## src/hdl/merge_sorter_unit_macros.svh

```systemverilog
// ----------------------------------------------------------------------------
// Merge sorter assertion macros
// Shared assertion helpers for the merge sorter; NO_ASSERTIONS removes them.
// ----------------------------------------------------------------------------
`ifndef MERGE_SORTER_UNIT_MACROS_SVH
`define MERGE_SORTER_UNIT_MACROS_SVH

`ifndef NO_ASSERTIONS

// A condition that must hold at every clock edge out of reset.
`define MSU_ASSERT_ALWAYS(lbl, clk, rst_n, cond, msg) \
    lbl: assert property (@(posedge clk) disable iff (!rst_n) (cond)) else $error(msg);

// A condition that must hold in the cycle after a trigger.
`define MSU_ASSERT_NEXT(lbl, clk, rst_n, trig, cond, msg) \
    lbl: assert property (@(posedge clk) disable iff (!rst_n) (trig) |=> (cond)) \
        else $error(msg);

`else

`define MSU_ASSERT_ALWAYS(lbl, clk, rst_n, cond, msg)
`define MSU_ASSERT_NEXT(lbl, clk, rst_n, trig, cond, msg)

`endif

`endif

```

## src/hdl/msu_pkg.sv

```systemverilog
// ----------------------------------------------------------------------------
// Merge sorter package
// Sequencer states and the fixed data width shared by the merge sorter modules.
// ----------------------------------------------------------------------------
package msu_pkg;

    localparam int unsigned DATA_W = 32;

    typedef enum logic [2:0] {
        ST_COLLECT,
        ST_MSETUP,
        ST_MREAD,
        ST_MCMP,
        ST_OREAD,
        ST_OLOAD,
        ST_OWAIT
    } msu_state_t;

endpackage

```

## src/hdl/msu_ram.sv

```systemverilog
// ----------------------------------------------------------------------------
// Merge sorter RAM bank
// One write port and two read ports with registered read data.
// ----------------------------------------------------------------------------
module msu_ram
    import msu_pkg::*;
#(
    parameter int unsigned DEPTH = 64
)
(
    input  logic                     clk,
    input  logic                     we,
    input  logic [$clog2(DEPTH)-1:0] waddr,
    input  logic [DATA_W-1:0]        wdata,
    input  logic [$clog2(DEPTH)-1:0] raddr_a,
    input  logic [$clog2(DEPTH)-1:0] raddr_b,
    output logic [DATA_W-1:0]        rdata_a,
    output logic [DATA_W-1:0]        rdata_b
);

    logic [DATA_W-1:0] mem [DEPTH];

    always_ff @(posedge clk)
    begin
        if (we)
        begin
            mem[waddr] <= wdata;
        end
    end

    always_ff @(posedge clk)
    begin
        rdata_a <= mem[raddr_a];
        rdata_b <= mem[raddr_b];
    end

endmodule
```

## config.mk

```make
export PLATFORM = sky130hd
export DESIGN_NAME = msu_ram
export DESIGN_NICKNAME = d
export VERILOG_FILES = /design/src/hdl/merge_sorter_unit_macros.svh /design/src/hdl/msu_pkg.sv /design/src/hdl/msu_ram.sv
export SDC_FILE = /design/constraint.sdc
export NUM_CORES = 2
export LEC_CHECK = 0
export BUFFER_PORTS_ARGS = -buffer_cell sky130_fd_sc_hd__buf_2
export CORE_ASPECT_RATIO = 1.5
export CORE_MARGIN = 2
export CORE_UTILIZATION = 45
export CTS_BUF_LIST = sky130_fd_sc_hd__clkbuf_8
export DETAILED_ROUTE_END_ITERATION = 8
export PLACE_DENSITY = 0.7
export SKIP_CTS_REPAIR_TIMING = 1
export SYNTH_ARGS = -nofsm -noshare
export SYNTH_HDL_FRONTEND = slang
export SYNTH_SLANG_ARGS = --single-unit
```

## constraint.sdc

```tcl
create_clock -name clk -period 4.1 [get_ports clk]
set_input_delay 0.82 -clock clk [delete_from_list [all_inputs] [get_ports clk]]
set_output_delay 0.82 -clock clk [all_outputs]
set_load 0.03 [all_outputs]
```

[Word level (Yosys, flattened, before mapping)]
Memory sizes are Yosys's and may differ from the RTL's. A register that Yosys moved wholly into a read port is not among the register bits.
Cells that the tools add are included.
Storage, ports and cells
  register bits after elaboration: 0
  bits in writable memories: 2048
  memories kept: 1
Operators by class
  mux-type cells: 2
Memories
  mem: words 64, bits a word 32, rd ports 2, clocked after memory_dff 2, wr ports 1, RTL line msu_ram.sv:21  | logic [DATA_W-1:0] mem [DEPTH];
Operators by type and width (count)
  2-to-1 mux 1 bit: 2

[Depth between registers and ports, before layout]
  depth in word-level cells: 2
  mapped depth: 10
  mapped depth without buffers: 5

[Worst setup path before layout]
Ideal clock, no wire load.
  kind: input to register
  start: input port waddr[3]
  end: memory mem[48][0] (enable)
  arrival time: 3.550 ns
  slack: 0.089 ns
  stages on the path: 4
  cell sequence: clkbuf_1 -> nor2b_1 -> nand4b_1 -> nor3_1
RTL lines
  start, declared: RTL line msu_ram.sv:13  | input logic [$clog2(DEPTH)-1:0] waddr,
  end, declared: RTL line msu_ram.sv:21
No word-level cell before the write port.

==> flow_metrics.py <==
metrics = {
    "run_status": {
        "status": "finished, final reports clean",
    },
    "timing": {
        "timing.final.hold_violations": 0,
        "tightest_slew_ns": 1.30,
        "maxSlewHeadroom": 0.130,
        "rsz0062_at_grt": "no",
        "fmax_mhz": 355,
        "finalSetupTns_ns": 0,
        "finalClockSkew_ns": 0.0435,
        "post-route-min-period_ns": 2.82,
        "fin_hold_ws_ns": 0.384,
        "setup_viol": 0,
        "period_share": 0.688,
        "slew_violations": 0,
    },
    "grt": {
        "grt_pass1_wl_um": 411000,
        "overflow": 0,
        "grt_pass1_vias": 54649,
        "grt_start_max_net_pins": 73,
        "antenna_found_initial": 34,
        "globalRouteTotalUtil": 0.269,
    },
    "floorplan": {
        "chipWidth_um": 380,
        "start_util": 0.452,
        "core_area_sq_mm": 0.212,
        "die-area_sq_mm": 0.216,
        "fp-row-count": 207,
        "io_pins": 116,
        "die_h_um": 569,
    },
    "critical_path": {
        "r2r_start": "mem[27][8]$_DFFE_PP_",
        "reg2reg_to": "rdata_a[8]$_DFF_P_",
        "start_kind": "input pin",
        "rrSetupSlack_ns": 1.70,
        "required_ns": 4.87,
        "worst-setup-path-type": "in -> reg",
        "path_max_fanout": 22,
        "cp.arrival_ns": 3.59,
        "setup.worst_path.end_class": "register",
        "cp_slowest_cell": "mux4_2",
        "cp_top_family": "multiplexers",
        "crit_buf_inv": 4,
        "path_cells": "buf_8 > buf_12 > buf_4 > buf_4 > mux4_2 > mux4_2 > o22ai_1 > a21oi_1",
        "ff2ff_path_depth": 4,
        "cpPeakStageDelay_ns": 0.52,
    },
    "yosys": {
        "async_reset_ff_frac": 0,
        "synth_ff_type": "edfxtp_1",
        "synth_enable_flop_cells": 2048,
        "syn_nets": 4464,
        "synth_cells": 4412,
        "yosys_warnings": 0,
        "synth_cell_types": 38,
        "synthesis.area_sq_mm": 0.0957,
        "ys_seq_area_frac": 0.656,
        "ys_ff_latch": 2112,
        "avgSynthCellArea_sq_um": 21.7,
    },
    "pwr": {
        "p_per_area_mw_per_mm2": 416,
        "p_total_mw": 44.9,
        "power.static_leakage_nw": 34.3,
        "peakVddDrop_uv": 211,
    },
    "drt": {
        "routed_wl_um": 293000,
        "dr_total_vias": 53649,
        "drc": 0,
        "drtPass1Iterations": 6,
        "drtIter0Drc": 8221,
        "via_per_inst": 6.79,
        "ant_nets": 0,
        "routedWlPerCell_um": 37.1,
    },
    "placed_design": {
        "placed_cells": 7309,
        "io_buffers": 115,
        "place_hpwl_um": 179000,
        "place_congestion": 0.846,
    },
    "final_layout": {
        "layout-drive-gt1-share": 0.412,
        "multi_input_area_sq_mm": 0.0316,
        "stdcell_count": 7896,
        "syn2layout_area_growth_pct": 12.9,
        "fill_cells": 16422,
        "nets": 4860,
        "final_core_util": 0.511,
        "ff_latch_area_sq_mm": 0.0628,
    },
    "clocking": {
        "cts_buffers": 318,
        "clk_pin_slew_ns": 0.07,
        "clkSinkCount": 2112,
        "clockBufferDepth": 4,
        "cts_root_buffer": "clkbuf_8",
        "clock_latency_ns": 0.95,
        "cts_max_level": 5,
        "tritoncts": "yes",
    },
    "hold_path": {
        "min_from": "raddr_a[4]",
        "whs_path_depth": 3,
        "whs_endpoint": "rdata_a[6]$_DFF_P_",
        "hold_path.class": "in -> reg",
    },
    "job": {
        "cap_violations": 0,
    },
}
## power breakdown
part	internal, mW	total [mW]	switching (mW)
Sequential	23.9	24.1	0.191
Clock	8.52	16.8	8.27
Combinational	1.68	4.04	2.36
Total	34.1	44.9	10.8
## placed cells by master, fill, tap and decap left out, types with 9 or more instances in the layout
| cell type | synthesis | final |
|---|---|---|
| a211oi_1 | 15 | 15 |
| a21oi_1 | 58 | 58 |
| a221oi_1 | 13 | 13 |
| a22oi_1 | 85 | 85 |
| a32oi_1 | 9 | 9 |
| buf_12 | 0 | 83 |
| buf_2 | 121 | 105 |
| buf_4 | 55 | 228 |
| bufinv_16 | 0 | 11 |
| clkbuf_8 | 0 | 348 |
| clkinv_1 | 0 | 58 |
| clkinv_2 | 0 | 44 |
| clkinvlp_4 | 0 | 15 |
| dfxtp_1 | 64 | 64 |
| diode_2 | 0 | 22 |
| edfxtp_1 | 2048 | 2048 |
| inv_1 | 0 | 85 |
| mux2_2 | 36 | 36 |
| mux2i_1 | 204 | 204 |
| mux4_2 | 1124 | 1124 |
| nand2_1 | 93 | 92 |
| nand3_1 | 9 | 9 |
| nor2_1 | 94 | 31 |
| nor2_4 | 0 | 63 |
| nor2b_1 | 19 | 16 |
| o211ai_1 | 27 | 27 |
| o21ai_0 | 18 | 18 |
| o21ai_1 | 31 | 31 |
| o221ai_1 | 16 | 16 |
| o22ai_1 | 56 | 56 |
| o32a_1 | 9 | 9 |
## cell type report
| cell class | count | share of cell area |
|---|---|---|
| inverter | 1 | 0.0000347 |
| clock buffer | 348 | 0.0443 |
| antenna | 22 | 0.000510 |
| tap | 2821 | 0.0327 |
| sequential | 2112 | 0.581 |
| clock inverter | 217 | 0.0114 |
| timing repair buffer | 423 | 0.0370 |
| multi-input combinational | 1952 | 0.293 |
## cell families after synthesis
family	Yosys count	share of synthesized area
buf+inv	348	0.0183
flops	2112	0.656
mux	1364	0.290
compound gates	340	0.0239
simple gates	248	0.0113
## routing by layer
metal | global-route usage | vias to the layer above | wire length [um]
li1 | - | 20371 | -
met1 | 0.347 | 28723 | 100000
met2 | 0.441 | 3823 | 144000
met3 | 0.0601 | 714 | 34500
met4 | 0.117 | 18 | 13800
met5 | 0 | - | 123
## worst min-delay path: cells and delay by family
kind                   cells  cell delay, ns
AND/OR/NAND/NOR            2            0.21
buffers and inverters      1            0.22
## state kept, by name, indices dropped and copies added (netlist names)
register,flops
rdata_b,32
mem,2048
rdata_a,32
## how the worst max path moves through the flow
| stage | from | to | slack (ns) | depth (start not counted) |
|---|---|---|---|---|
| after floorplan | waddr[3] | mem[48][0]$_DFFE_PP_ | 0.09 | 4 |
| after global placement | raddr_b[0] | rdata_b[10]$_DFF_P_ | 0.30 | 8 |
| after detailed placement | raddr_b[0] | rdata_b[10]$_DFF_P_ | 0.30 | 8 |
| after CTS | raddr_b[0] | rdata_b[10]$_DFF_P_ | 1.30 | 8 |
| after global routing | raddr_b[0] | rdata_b[10]$_DFF_P_ | 1.15 | 8 |
| final | raddr_b[0] | rdata_b[10]$_DFF_P_ | 1.28 | 8 |
## cells in the mapped netlist, types with 25 or more instances
cell type  instances  share of area
a22oi_1           85         0.0067
mux2i_1          204          0.021
o211ai_1          27         0.0021
clkbuf_1         135         0.0053
buf_1             25        0.00098
o21ai_1           31         0.0016
a21oi_1           58         0.0030
edfxtp_1        2048           0.64
nor2_1            94         0.0037
buf_2            121         0.0063
buf_4             55         0.0043
dfxtp_1           64          0.013
mux4_2          1124           0.26
mux2_2            36         0.0042
nand2_1           93         0.0036
o22ai_1           56         0.0037
## through the flow
step                      setup WS [ns]  cell area (sq um)
after detailed placement          0.300             102000
after CTS                          1.30             108000
final                              1.28             108000
after global routing               1.15             108000
after global placement            0.305             102000
after floorplan                  0.0892              95700
Note: power is estimated with default switching activity, not from simulation.
